==> src/hdl/jsu_pkg.sv <==
package jsu_pkg;

    localparam int MAX_CAPACITY_DEF = 65536;
    localparam int CAP_W            = 17;
    localparam int LEN_W            = 17;
    localparam int QUEUE_DEPTH      = 4;
    localparam int QPTR_W           = $clog2(QUEUE_DEPTH);
    localparam int QCNT_W           = $clog2(QUEUE_DEPTH + 1);

    localparam logic [7:0] CHAR_QUOTE     = 8'h22;
    localparam logic [7:0] CHAR_BACKSLASH = 8'h5C;
    localparam logic [7:0] CHAR_SLASH     = 8'h2F;
    localparam logic [7:0] CHAR_B         = 8'h62;
    localparam logic [7:0] CHAR_F         = 8'h66;
    localparam logic [7:0] CHAR_N         = 8'h6E;
    localparam logic [7:0] CHAR_R         = 8'h72;
    localparam logic [7:0] CHAR_T         = 8'h74;
    localparam logic [7:0] CHAR_U         = 8'h75;

    localparam logic [7:0]  UTF8_LEAD2 = 8'hC0;
    localparam logic [7:0]  UTF8_LEAD3 = 8'hE0;
    localparam logic [7:0]  UTF8_CONT  = 8'h80;
    localparam logic [5:0]  UTF8_MASK  = 6'h3F;
    localparam logic [15:0] CP_ONE_MAX = 16'h0080;
    localparam logic [15:0] CP_TWO_MAX = 16'h0800;

    localparam logic KIND_DATA    = 1'b0;
    localparam logic KIND_SUMMARY = 1'b1;

    typedef enum logic [1:0] {
        MODE_NORMAL = 2'd0,
        MODE_ESCAPE = 2'd1,
        MODE_HEX    = 2'd2
    } mode_t;

    typedef struct packed {
        logic [7:0] in_byte;
        logic       is_last;
    } item_t;

    typedef struct packed {
        logic             kind;
        logic [7:0]       out_byte;
        logic             status;
        logic [LEN_W-1:0] out_count;
        logic             end_of_run;
    } result_t;

    // One decoded input: up to three data bytes and an optional summary
    typedef struct packed {
        logic [1:0]       data_cnt;
        logic [2:0][7:0]  data;
        logic             has_sum;
        logic             sum_status;
        logic [LEN_W-1:0] sum_len;
    } work_t;

    typedef struct packed {
        logic       valid;
        logic [3:0] value;
    } hex_t;

    typedef struct packed {
        logic       valid;
        logic [7:0] value;
    } esc_t;

    function automatic hex_t hex_digit(input logic [7:0] c);
        hex_t h;
        h.valid = 1'b1;
        h.value = 4'd0;
        if (c >= 8'h30 && c <= 8'h39) begin
            h.value = 4'(c - 8'h30);
        end else if (c >= 8'h61 && c <= 8'h66) begin
            h.value = 4'(c - 8'h57);
        end else if (c >= 8'h41 && c <= 8'h46) begin
            h.value = 4'(c - 8'h37);
        end else begin
            h.valid = 1'b0;
        end
        return h;
    endfunction

    function automatic esc_t escape_map(input logic [7:0] c);
        esc_t e;
        e.valid = 1'b1;
        case (c)
            CHAR_QUOTE, CHAR_BACKSLASH, CHAR_SLASH: e.value = c;
            CHAR_B:  e.value = 8'h08;
            CHAR_F:  e.value = 8'h0C;
            CHAR_N:  e.value = 8'h0A;
            CHAR_R:  e.value = 8'h0D;
            CHAR_T:  e.value = 8'h09;
            default:
            begin
                e.valid = 1'b0;
                e.value = 8'h00;
            end
        endcase
        return e;
    endfunction

endpackage

==> src/hdl/jsu_front.sv <==
module jsu_front #(
    parameter int MAX_CAPACITY = jsu_pkg::MAX_CAPACITY_DEF
) (
    input  logic                     clk,
    input  logic                     rst_n,
    input  logic                     item_valid,
    output logic                     item_ready,
    input  jsu_pkg::item_t           item,
    input  logic [jsu_pkg::CAP_W-1:0] capacity,
    input  logic                     queue_full,
    output logic                     push,
    output jsu_pkg::work_t           push_data
);

    localparam int CNT_W = $clog2(MAX_CAPACITY + 1);
    localparam int W     = ((CNT_W > jsu_pkg::CAP_W) ? CNT_W : jsu_pkg::CAP_W) + 2;

    jsu_pkg::mode_t    mode_reg, mode_next, mode_a;
    logic [1:0]        hcnt_reg, hcnt_next, hcnt_a;
    logic [11:0]       acc_reg, acc_next, acc_a;
    logic [CNT_W-1:0]  cnt_reg, cnt_next;
    logic              err_reg, err_next;

    logic              accept;
    logic [W-1:0]      cap_w, cnt_w, cnt_a;
    logic [15:0]       cp;
    jsu_pkg::hex_t     hv;
    jsu_pkg::esc_t     ev;
    logic [1:0]        n_a;
    logic [2:0][7:0]   b_a;
    logic              err_a;

    assign item_ready = !queue_full;
    assign accept     = item_valid && item_ready;

    assign cap_w = (W'(capacity) > W'(MAX_CAPACITY)) ? W'(MAX_CAPACITY) : W'(capacity);
    assign cnt_w = W'(cnt_reg);
    assign hv    = jsu_pkg::hex_digit(item.in_byte);
    assign ev    = jsu_pkg::escape_map(item.in_byte);
    assign cp    = {acc_reg, hv.value};

    // Decode one byte against the current string state
    always_comb
    begin
        n_a    = 2'd0;
        b_a    = '0;
        mode_a = mode_reg;
        hcnt_a = hcnt_reg;
        acc_a  = acc_reg;
        err_a  = err_reg;
        if (!err_reg) begin
            case (mode_reg)
                jsu_pkg::MODE_ESCAPE:
                begin
                    mode_a = jsu_pkg::MODE_NORMAL;
                    if (ev.valid) begin
                        n_a    = 2'd1;
                        b_a[0] = ev.value;
                    end else if (item.in_byte == jsu_pkg::CHAR_U) begin
                        mode_a = jsu_pkg::MODE_HEX;
                        hcnt_a = 2'd0;
                        acc_a  = '0;
                    end else begin
                        err_a = 1'b1;
                    end
                end
                jsu_pkg::MODE_HEX:
                begin
                    if (!hv.valid) begin
                        err_a  = 1'b1;
                        mode_a = jsu_pkg::MODE_NORMAL;
                    end else if (hcnt_reg != 2'd3) begin
                        acc_a  = cp[11:0];
                        hcnt_a = hcnt_reg + 2'd1;
                    end else begin
                        acc_a  = cp[11:0];
                        mode_a = jsu_pkg::MODE_NORMAL;
                        hcnt_a = 2'd0;
                        if (cp < jsu_pkg::CP_ONE_MAX) begin
                            n_a    = 2'd1;
                            b_a[0] = cp[7:0];
                        end else if (cp < jsu_pkg::CP_TWO_MAX) begin
                            if (cnt_w + W'(2) > cap_w) begin
                                err_a = 1'b1;
                            end else begin
                                n_a    = 2'd2;
                                b_a[0] = jsu_pkg::UTF8_LEAD2 | {3'b000, cp[10:6]};
                                b_a[1] = jsu_pkg::UTF8_CONT | {2'b00, cp[5:0] & jsu_pkg::UTF8_MASK};
                            end
                        end else begin
                            if (cnt_w + W'(3) > cap_w) begin
                                err_a = 1'b1;
                            end else begin
                                n_a    = 2'd3;
                                b_a[0] = jsu_pkg::UTF8_LEAD3 | {4'b0000, cp[15:12]};
                                b_a[1] = jsu_pkg::UTF8_CONT | {2'b00, cp[11:6]};
                                b_a[2] = jsu_pkg::UTF8_CONT | {2'b00, cp[5:0] & jsu_pkg::UTF8_MASK};
                            end
                        end
                    end
                end
                default:
                begin
                    mode_a = jsu_pkg::MODE_NORMAL;
                    if (cnt_w >= cap_w) begin
                        err_a = 1'b1;
                    end else if (item.in_byte == jsu_pkg::CHAR_BACKSLASH) begin
                        mode_a = jsu_pkg::MODE_ESCAPE;
                    end else begin
                        n_a    = 2'd1;
                        b_a[0] = item.in_byte;
                    end
                end
            endcase
        end
        // An escape left open by the final byte is a fault
        if (item.is_last && !err_a && mode_a != jsu_pkg::MODE_NORMAL) begin
            err_a = 1'b1;
        end
    end

    assign cnt_a = cnt_w + W'(n_a);

    // Next state
    always_comb
    begin
        mode_next = mode_reg;
        hcnt_next = hcnt_reg;
        acc_next  = acc_reg;
        cnt_next  = cnt_reg;
        err_next  = err_reg;
        if (accept) begin
            if (item.is_last) begin
                mode_next = jsu_pkg::MODE_NORMAL;
                hcnt_next = 2'd0;
                acc_next  = '0;
                cnt_next  = '0;
                err_next  = 1'b0;
            end else begin
                mode_next = mode_a;
                hcnt_next = hcnt_a;
                acc_next  = acc_a;
                cnt_next  = CNT_W'(cnt_a);
                err_next  = err_a;
            end
        end
    end

    // Outputs toward the queue
    always_comb
    begin
        push                 = accept && (n_a != 2'd0 || item.is_last);
        push_data.data_cnt   = n_a;
        push_data.data       = b_a;
        push_data.has_sum    = item.is_last;
        push_data.sum_status = err_a;
        push_data.sum_len    = jsu_pkg::LEN_W'(cnt_a);
    end

    always_ff @(posedge clk or negedge rst_n)
    begin
        if (!rst_n) begin
            mode_reg <= jsu_pkg::MODE_NORMAL;
            hcnt_reg <= 2'd0;
            acc_reg  <= '0;
            cnt_reg  <= '0;
            err_reg  <= 1'b0;
        end else begin
            mode_reg <= mode_next;
            hcnt_reg <= hcnt_next;
            acc_reg  <= acc_next;
            cnt_reg  <= cnt_next;
            err_reg  <= err_next;
        end
    end

endmodule

==> src/hdl/jsu_queue.sv <==
module jsu_queue (
    input  logic           clk,
    input  logic           rst_n,
    input  logic           push,
    input  jsu_pkg::work_t push_data,
    output logic           full,
    input  logic           pop,
    output jsu_pkg::work_t head,
    output logic           empty
);

    jsu_pkg::work_t                entry_reg [jsu_pkg::QUEUE_DEPTH];
    logic [jsu_pkg::QPTR_W-1:0]    wr_reg, wr_next;
    logic [jsu_pkg::QPTR_W-1:0]    rd_reg, rd_next;
    logic [jsu_pkg::QCNT_W-1:0]    cnt_reg, cnt_next;

    assign full  = (cnt_reg == jsu_pkg::QCNT_W'(jsu_pkg::QUEUE_DEPTH));
    assign empty = (cnt_reg == '0);
    assign head  = entry_reg[rd_reg];

    always_comb
    begin
        wr_next  = push ? wr_reg + jsu_pkg::QPTR_W'(1) : wr_reg;
        rd_next  = pop ? rd_reg + jsu_pkg::QPTR_W'(1) : rd_reg;
        cnt_next = cnt_reg + jsu_pkg::QCNT_W'(push) - jsu_pkg::QCNT_W'(pop);
    end

    always_ff @(posedge clk)
    begin
        if (push) begin
            entry_reg[wr_reg] <= push_data;
        end
    end

    always_ff @(posedge clk or negedge rst_n)
    begin
        if (!rst_n) begin
            wr_reg  <= '0;
            rd_reg  <= '0;
            cnt_reg <= '0;
        end else begin
            wr_reg  <= wr_next;
            rd_reg  <= rd_next;
            cnt_reg <= cnt_next;
        end
    end

endmodule

==> src/hdl/jsu_back.sv <==
module jsu_back (
    input  logic             clk,
    input  logic             rst_n,
    input  logic             empty,
    input  jsu_pkg::work_t   head,
    output logic             pop,
    output logic             result_valid,
    input  logic             result_ready,
    output jsu_pkg::result_t result
);

    logic [1:0]       idx_reg, idx_next;
    logic             valid_reg, valid_next;
    jsu_pkg::result_t res_reg, res_next;
    logic             load;
    logic             is_data;

    assign load    = !valid_reg || result_ready;
    assign is_data = (idx_reg < head.data_cnt);

    always_comb
    begin
        res_next   = res_reg;
        valid_next = valid_reg;
        idx_next   = idx_reg;
        pop        = 1'b0;
        if (load) begin
            valid_next = !empty;
            if (!empty) begin
                if (is_data) begin
                    res_next.kind           = jsu_pkg::KIND_DATA;
                    res_next.out_byte       = head.data[idx_reg];
                    res_next.status         = 1'b0;
                    res_next.out_count      = '0;
                    res_next.end_of_run     = (idx_reg == head.data_cnt - 2'd1) && !head.has_sum;
                end else begin
                    res_next.kind           = jsu_pkg::KIND_SUMMARY;
                    res_next.out_byte       = 8'h00;
                    res_next.status         = head.sum_status;
                    res_next.out_count      = head.sum_len;
                    res_next.end_of_run     = 1'b1;
                end
                // Retire the queue entry with its final result
                if (res_next.end_of_run) begin
                    pop      = 1'b1;
                    idx_next = 2'd0;
                end else begin
                    idx_next = idx_reg + 2'd1;
                end
            end
        end
    end

    assign result_valid = valid_reg;
    assign result       = res_reg;

    always_ff @(posedge clk)
    begin
        res_reg <= res_next;
    end

    always_ff @(posedge clk or negedge rst_n)
    begin
        if (!rst_n) begin
            valid_reg <= 1'b0;
            idx_reg   <= 2'd0;
        end else begin
            valid_reg <= valid_next;
            idx_reg   <= idx_next;
        end
    end

endmodule

==> src/hdl/json_string_unescape_utf8_unit.sv <==
// JSON string body unescaper with UTF-8 output.
// item channel (item_valid/item_ready/item): one raw byte of the string body
// per transfer, is_last set on the final byte.
// result channel (result_valid/result_ready/result): decoded data bytes,
// then one summary (kind 1) with status and decoded length after the last
// byte; end_of_run marks the last result caused by each input byte.
// cfg channel (cfg_valid/cfg_ready/cfg_capacity): output capacity, always
// ready; write it only while no string is in flight.
// A byte's results enter the queue when it transfers; the back end then
// loads each into the registered output, from which it is presented.
// Throughput: while result_ready is high, one input byte per cycle as long
// as each byte yields at most one result; the back end emits one result per
// cycle, so a u escape that expands to three bytes plus a summary holds it
// for four results; a four-entry queue from decoder to emitter absorbs them.
// Reset: string state clears, the queue empties, capacity returns to its
// maximum. A stalled result holds in the output register; the decoder keeps
// taking bytes until the queue fills, then drops item_ready.
module json_string_unescape_utf8_unit #(
    parameter int MAX_CAPACITY = jsu_pkg::MAX_CAPACITY_DEF
) (
    input  logic                      clk,
    input  logic                      rst_n,
    input  logic                      item_valid,
    output logic                      item_ready,
    input  jsu_pkg::item_t            item,
    output logic                      result_valid,
    input  logic                      result_ready,
    output jsu_pkg::result_t          result,
    input  logic                      cfg_valid,
    output logic                      cfg_ready,
    input  logic [jsu_pkg::CAP_W-1:0] cfg_capacity
);

    logic [jsu_pkg::CAP_W-1:0] cap_reg, cap_next;
    logic                      queue_full, queue_empty, push, pop;
    jsu_pkg::work_t            push_data, head;

    assign cfg_ready = 1'b1;
    assign cap_next  = (cfg_valid && cfg_ready) ? cfg_capacity : cap_reg;

    always_ff @(posedge clk or negedge rst_n)
    begin
        if (!rst_n) begin
            cap_reg <= jsu_pkg::CAP_W'(MAX_CAPACITY);
        end else begin
            cap_reg <= cap_next;
        end
    end

    jsu_front #(
        .MAX_CAPACITY (MAX_CAPACITY)
    ) u_front (
        .clk        (clk),
        .rst_n      (rst_n),
        .item_valid (item_valid),
        .item_ready (item_ready),
        .item       (item),
        .capacity   (cap_reg),
        .queue_full (queue_full),
        .push       (push),
        .push_data  (push_data)
    );

    jsu_queue u_queue (
        .clk       (clk),
        .rst_n     (rst_n),
        .push      (push),
        .push_data (push_data),
        .full      (queue_full),
        .pop       (pop),
        .head      (head),
        .empty     (queue_empty)
    );

    jsu_back u_back (
        .clk          (clk),
        .rst_n        (rst_n),
        .empty        (queue_empty),
        .head         (head),
        .pop          (pop),
        .result_valid (result_valid),
        .result_ready (result_ready),
        .result       (result)
    );

endmodule

==> config.mk <==
export PLATFORM = sky130hd
export DESIGN_NAME = json_string_unescape_utf8_unit
export DESIGN_NICKNAME = d
export VERILOG_FILES = /design/src/hdl/jsu_pkg.sv /design/src/hdl/jsu_front.sv /design/src/hdl/jsu_queue.sv /design/src/hdl/jsu_back.sv /design/src/hdl/json_string_unescape_utf8_unit.sv
export SDC_FILE = /design/constraint.sdc
export NUM_CORES = 1
export LEC_CHECK = 0
export BUFFER_PORTS_ARGS = -buffer_cell sky130_fd_sc_hd__buf_2
export CAP_MARGIN = 10
export CORE_ASPECT_RATIO = 1.1
export CORE_MARGIN = 4
export CORE_UTILIZATION = 30
export CTS_CLUSTER_DIAMETER = 50
export DETAILED_ROUTE_END_ITERATION = 8
export REMOVE_ABC_BUFFERS = 1
export SLEW_MARGIN = 25
export SYNTH_ARGS = -nofsm -noshare
export SYNTH_HDL_FRONTEND = slang
export SYNTH_SLANG_ARGS = --single-unit
==> constraint.sdc <==
create_clock -name clk -period 5.45 [get_ports clk]
set_input_delay 0.8175 -clock clk [delete_from_list [all_inputs] [get_ports clk]]
set_output_delay 0.8175 -clock clk [all_outputs]
set_load 0.02 [all_outputs]
# Word-level counts from Yosys, hierarchy flattened
# Memory sizes are Yosys's and may differ from the RTL's.
# Index checks and enable logic that the tools add are counted.
classes:
  n_addsub: 13
  muxes: 81
  reduce_logical: 23
  eq_ne: 18
  bitwise_logic: 1
  n_lt_le_gt_ge: 14
op_table:
  columns: ["cell", "count"]
  rows:
  - ["$mux W24", 4]
  - ["$mux W28", 3]
  - ["$mux W16", 4]
  - ["$mux W12", 5]
  - ["$eq A8 B7 Y1 const B", 7]
  - ["$mux W8", 6]
  - ["$pmux W8 S6", 1]
  - ["$mux W2", 22]
  - ["$gt A19 B19 Y1", 2]
  - ["$add A17 B2 Y18 const B", 2]
  - ["$mux W17", 2]
  - ["$mux W1", 24]
  - ["$pmux W12 S2", 1]
  - ["$ge A17 B19 Y1", 1]
  - ["$add A17 B2 Y17", 1]
  - ["$gt A17 B17 Y1 const B", 1]
  - ["$bmux W8 S2", 1]
  - ["$eq A8 B6 Y1 const B", 2]
  - ["$ge A8 B7 Y1 const B", 2]
  - ["$le A8 B7 Y1 const B", 2]
  - ["$lt A16 B12 Y1 const B", 1]
  - ["$lt A16 B8 Y1 const B", 1]
  - ["$pmux W8 S2", 1]
  - ["$mux W4", 3]
  - ["30 further kinds", 51]
word_totals:
  mem_count: 1
  regBits: 89
  ram_bits: 180
  word_cells: 167
mem_list:
  columns: ["memory", "words", "word_bits", "read_ports", "rd_clocked_by_memory_dff", "write_ports", "line_no", "text"]
  rows:
  - ["u_queue.entry_reg", 4, 45, 1, 0, 1, "jsu_queue.sv:12", "jsu_pkg::work_t entry_reg [jsu_pkg::QUEUE_DEPTH];"]

# Logic depth before layout (Yosys ltp)
logic_depth:
  depth_word: 17
  ltp_mapped: 23

# Modules after synthesis
# A second synthesis with hierarchy kept.
hier_totals:
  hier_cells: 1015
  area_unflattened_um2: 13664.4
modules_own_cells:
  columns: ["module", "area_per_inst_um2", "instances", "cells_each", "seq_area_each_um2"]
  rows:
  - ["jsu_queue", 6902.9, 1, 269, 5580.4]
  - ["jsu_front", 4647.0, 1, 596, 850.8]
  - ["jsu_back", 1416.4, 1, 112, 915.9]
  - ["json_string_unescape_utf8_unit", 698.2, 1, 38, 426.7]

# Least setup slack after synthesis
# OpenSTA, ideal clock, no wires.
synth_path:
  kind: "flip-flop to flip-flop"
  startpoint: "register u_front.cnt_reg[1]"
  endpoint: "memory u_queue.entry_reg[0][0] (netlist bit) (enable)"
  path_buffers: 1
  setup_time_ns: 0.403
  slack_ns: 0.831
  t_arrival_ns: 4.215
  path_stages_with_launch: 17
  path_cell_list: "dfrtp_1 inv_1 ha_1 a21oi_1 or2_2 clkbuf_1 nor2_1 xor2_1 ha_1 nand4_1 a211oi_1 a2111oi_0 o31ai_1 o311ai_2 o21bai_2 a31oi_4 and2_1"
synth_between:
  elab_chain_cells: 14
  elab_cells_between_ends: 19
synth_lines:
  columns: ["item", "line_no", "text"]
  rows:
  - ["from (decl)", "jsu_front.sv:21", "logic [CNT_W-1:0] cnt_reg, cnt_next;"]
  - ["from (signal assigned)", "jsu_front.sv:172", "cnt_reg <= cnt_next;"]
  - ["$add A17 B2 Y18, on equally long branches", "jsu_front.sv:91, jsu_front.sv:83", null]
  - ["$gt A19 B19 Y1, on equally long branches", "jsu_front.sv:91, jsu_front.sv:83", null]
  - ["$mux W2, on equally long branches", "jsu_front.sv:91, jsu_front.sv:83", null]
  - ["$mux W2", "jsu_front.sv:82", "end else if (cp < jsu_pkg::CP_TWO_MAX) begin"]
  - ["$mux W2", "jsu_front.sv:79", "if (cp < jsu_pkg::CP_ONE_MAX) begin"]
  - ["$mux W2", "jsu_front.sv:72", "end else if (hcnt_reg != 2'd3) begin"]
  - ["$mux W2", "jsu_front.sv:69", "if (!hv.valid) begin"]
  - ["$pmux W2 S2 (*)", "jsu_front.sv:52", "case (mode_reg)"]
  - ["$mux W2 (*)", "jsu_front.sv:51", "if (!err_reg) begin"]
  - ["$reduce_bool A2 Y1 (*)", "jsu_front.sv:152", "push = accept && (n_a != 2'd0 || item.is_last);"]
  - ["$logic_or A1 B1 Y1 (*)", "jsu_front.sv:152", null]
  - ["$logic_and A1 B1 Y1 (*)", "jsu_front.sv:152", null]
  - ["named net push", "json_string_unescape_utf8_unit.sv:35", "logic queue_full, queue_empty, push, pop;"]
  - ["$mux W1 (*)", "jsu_queue.sv:30", "if (push) begin"]
  - ["$mux W1 (not written as such) (*)", "jsu_queue.sv:31", "entry_reg[wr_reg] <= push_data;"]
  - ["to (decl)", "jsu_queue.sv:12", null]
# Mark *: on every way through the listed nets, which the timed path passes. The rest lies on a longest branch.

==> impl_metrics.json <==
{
  "outcome": "finished clean",
  "seq_area_mm2": 0.00742,
  "post_synth_num_cell_types": 74,
  "clock_insertion_delay_worst_skew_ps": 560,
  "worst_r2r_endpoint": "u_front.cnt_reg[14]",
  "design_area_mm2": 0.0150,
  "gr-usage-all-layers_pct": 13.0,
  "maxClockFrequency_ghz": 0.203,
  "cts_buffers": 30,
  "core_area_mm2": 0.0425,
  "crit_path_max_incr_delay_ps": 480,
  "grt_max_degree": 56,
  "gp_congestion": 0.914,
  "relSlewSlack_pct": 47.0,
  "mostFrequentLayoutCells": "edfxtp_1 (196), nand2_1 (77), ha_1 (73)",
  "placedInstanceArea_mm2": 0.0140,
  "placed_wire_length_estimate_after_detailed_placement_um": 20900,
  "clk_root_buffer_cell": "clkbuf_16",
  "drt-initial-drc-count": 524,
  "timing.critical_path.cells": "inv_1 > ha_1 > a21oi_1 > or2_2 > nor2_1 > xor2_1 > ha_1 > nand4_1 > a211oi_1 > a2111oi_1 > o31ai_2 > o311ai_2 > o21bai_2 > inv_1 > ha_1 > fa_1 > and2_1 > nand2_1 > nor2_1 > xor2_2 > a22o_1",
  "route.final.wire_length_um": 29800,
  "largest_register_ffs": 168,
  "setup_tns_ps": 0,
  "final_period_util_pct": 90.3,
  "crit_path_max_fanout": 7,
  "die_height_um": 226,
  "vias_per_cell": 5.02,
  "worst_ir_drop_vdd_mv": 0.238,
  "post_synth_instance_area_mm2": 0.0129,
  "layout.cells.most_common": "edfxtp_1",
  "worst_setup_path_start_kind": "flip-flop",
  "power.density_mw_per_mm2": 454,
  "critical-path-top-cell-by-count": "ha_1",
  "std_cell_rows": 79,
  "starting_density_of_the_core_pct": 30.4,
  "drv_cap": 0,
  "cellLeakagePower_uw": 0.00566,
  "reg2reg_from": "u_front.cnt_reg[1]",
  "max_slew.worst_pin.slew_ps": 794,
  "multiInputGateArea_mm2": 0.00523,
  "worstPathArrival_ps": 5370,
  "grt_first_pass_wirelength_um": 48400,
  "grt_antenna_before_repair": 1,
  "worst_r2r_path_depth": 21,
  "synth_seq_area_share_pct": 57.3,
  "post_cts_setup_repair_bufs": 0,
  "antenna_violating_nets_post_route": 0,
  "setup.worst_path.end": "u_front.cnt_reg[14]",
  "synthesis.yosys.warnings": 0,
  "clock_sink_count": 257,
  "syn_area_per_cell_um2": 13.3,
  "ff2ff_setup_slack_ps": 530,
  "rsz0062_at_grt": "false",
  "detailroute.via_count": 8169,
  "io_pins": 62,
  "total_of_fill_cells_in_the_finished_design": 4188,
  "drt_first_pass_iters": 5,
  "hp-class": "primary input to asynchronous set/reset pin",
  "die_w_um": 206,
  "crit_path_end_kind": "flip-flop",
  "setup_viol": 0,
  "count_of_antenna_diodes_in_the_layout": 0,
  "placement.io_buffers": 60,
  "cpMaxStageDelayCell": "dfrtp_1",
  "design.die.area_mm2": 0.0465,
  "drc": 0,
  "clock_tree_from_tritoncts": "done",
  "synth-edff-count": 196,
  "ys_dominant_reg_cell": "edfxtp_1",
  "first_global_vias": 8548,
  "timing.clock.skew_ps": 14.7,
  "clockBufferDepth": 3,
  "slew_viol_final": 0,
  "syn-instance-count": 972,
  "final_net_count": 1141,
  "final-hold-violation-count": 0,
  "setup.worst_path.start": "u_front.cnt_reg[1]",
  "required_ps": 5890,
  "ys_ff_latch": 257,
  "synth_async_sr_flop_share_pct": 23.7,
  "h_tree_depth_reported_by_cts": 1,
  "cts.reportedPaths.clkPinSlew_ps": 60,
  "cp_class": "flip-flop to flip-flop",
  "globalRouteOverflowTotal": 0,
  "flow.area_growth_from_synthesis_pct": 15.6,
  "wl_per_cell_um": 18.3,
  "timing.final.crit_period_ps": 4920,
  "final_layout_size_suffix_gt1_share_pct": 20.4
}
[critical path: cells and delay by family, from the launching register on]
family / cells / cell delay [ps]
compound gates: 7 / 1500
xor+xnor: 2 / 310
fa+ha+maj: 4 / 1250
buf+inv: 2 / 310
flops: 1 / 480
simple gates: 6 / 940
[metal layers]
layer	wire (um)	vias up	track usage (%)
met2	14300	173	21.9
li1	-	3808	-
met1	13500	4145	17.6
met5	11	-	0
met4	629	2	3.56
met3	1330	41	2.01
[synthesized netlist by cell type, types with 8 or more instances]
master,count,area (um2)
ha_1,73,913
nand2_1,77,289
buf_2,10,50.1
edfxtp_1,196,5890
nand4_1,14,87.6
mux2i_1,9,90.1
dfrtp_1,60,1500
o21ai_0,32,160
mux2_2,17,191
a21oi_1,35,175
nor2_1,48,180
xnor2_1,29,254
o31ai_1,10,75.1
nor4_1,9,56.3
nand3_1,37,185
o22ai_1,10,62.6
nor3_1,12,60.1
xor2_1,25,219
a22o_1,14,123
a211oi_1,8,60.1
mux4_2,42,946
inv_1,36,135
a21o_1,9,67.6
nor2b_1,27,169
clkbuf_1,31,116
and2_1,19,119
[through the flow]
stage,utilization [%],std cells,power (uW),hold slack (ps),setup slack (ps)
2_1_floorplan,-,924,4290,472,23.7
3_3_place_gp,32.8,1570,4960,484,504
3_5_place_dp,32.9,1570,4990,498,241
4_1_cts,35.1,1626,6930,52.6,215
5_1_grt,35.2,1626,7240,67.3,70.1
6_report,35.2,1626,6800,82.4,526
[report_power, final]
part | total, uW | internal [uW] | switching [uW]
logic | 1990 | 866 | 1120
registers | 2890 | 2680 | 211
clock network | 1920 | 1100 | 812
[cells by family after synthesis]
family / count (synthesis) / synth area share, %
multiplexers: 69 / 9.60
buffers and inverters: 86 / 2.65
flip-flops: 257 / 57.3
AND/OR/NAND/NOR: 272 / 10.7
AO/OA/AOI/OAI: 158 / 8.68
XOR/XNOR: 54 / 3.66
adder cells (fa/ha/maj): 75 / 7.37
other: 1 / 0.0290
[worst min path at each step]
| stage | start | to | slack, ps | cells after the start |
|---|---|---|---|---|
| finish | rst_n | u_queue.wr_reg[1] | 80 | 1 |
| global placement | u_front.hcnt_reg[1] | u_front.hcnt_reg[1] | 480 | 2 |
| CTS | rst_n | u_queue.cnt_reg[0] | 50 | 1 |
| floorplan | u_front.hcnt_reg[1] | u_front.hcnt_reg[1] | 470 | 2 |
| detailed placement | u_front.hcnt_reg[1] | u_front.hcnt_reg[1] | 500 | 2 |
| global route | rst_n | u_queue.cnt_reg[0] | 70 | 1 |
[area by class of cell]
cell class | instances | area share, %
clock inverters | 20 | 1.14
clock buffers | 36 | 5.31
inverters | 38 | 0.954
well taps | 567 | 4.74
multi-input cells | 629 | 35.0
flip-flops and latches | 257 | 49.6
repair buffers | 79 | 3.30
[repair_timing]
action                     4_1_cts  5_1_grt
setup endpoints to repair        0       39
gates resized for setup          0        5
hold endpoints to repair         0        0
hold buffers                     0        0
No activity file was read; power rests on OpenSTA's default activity.
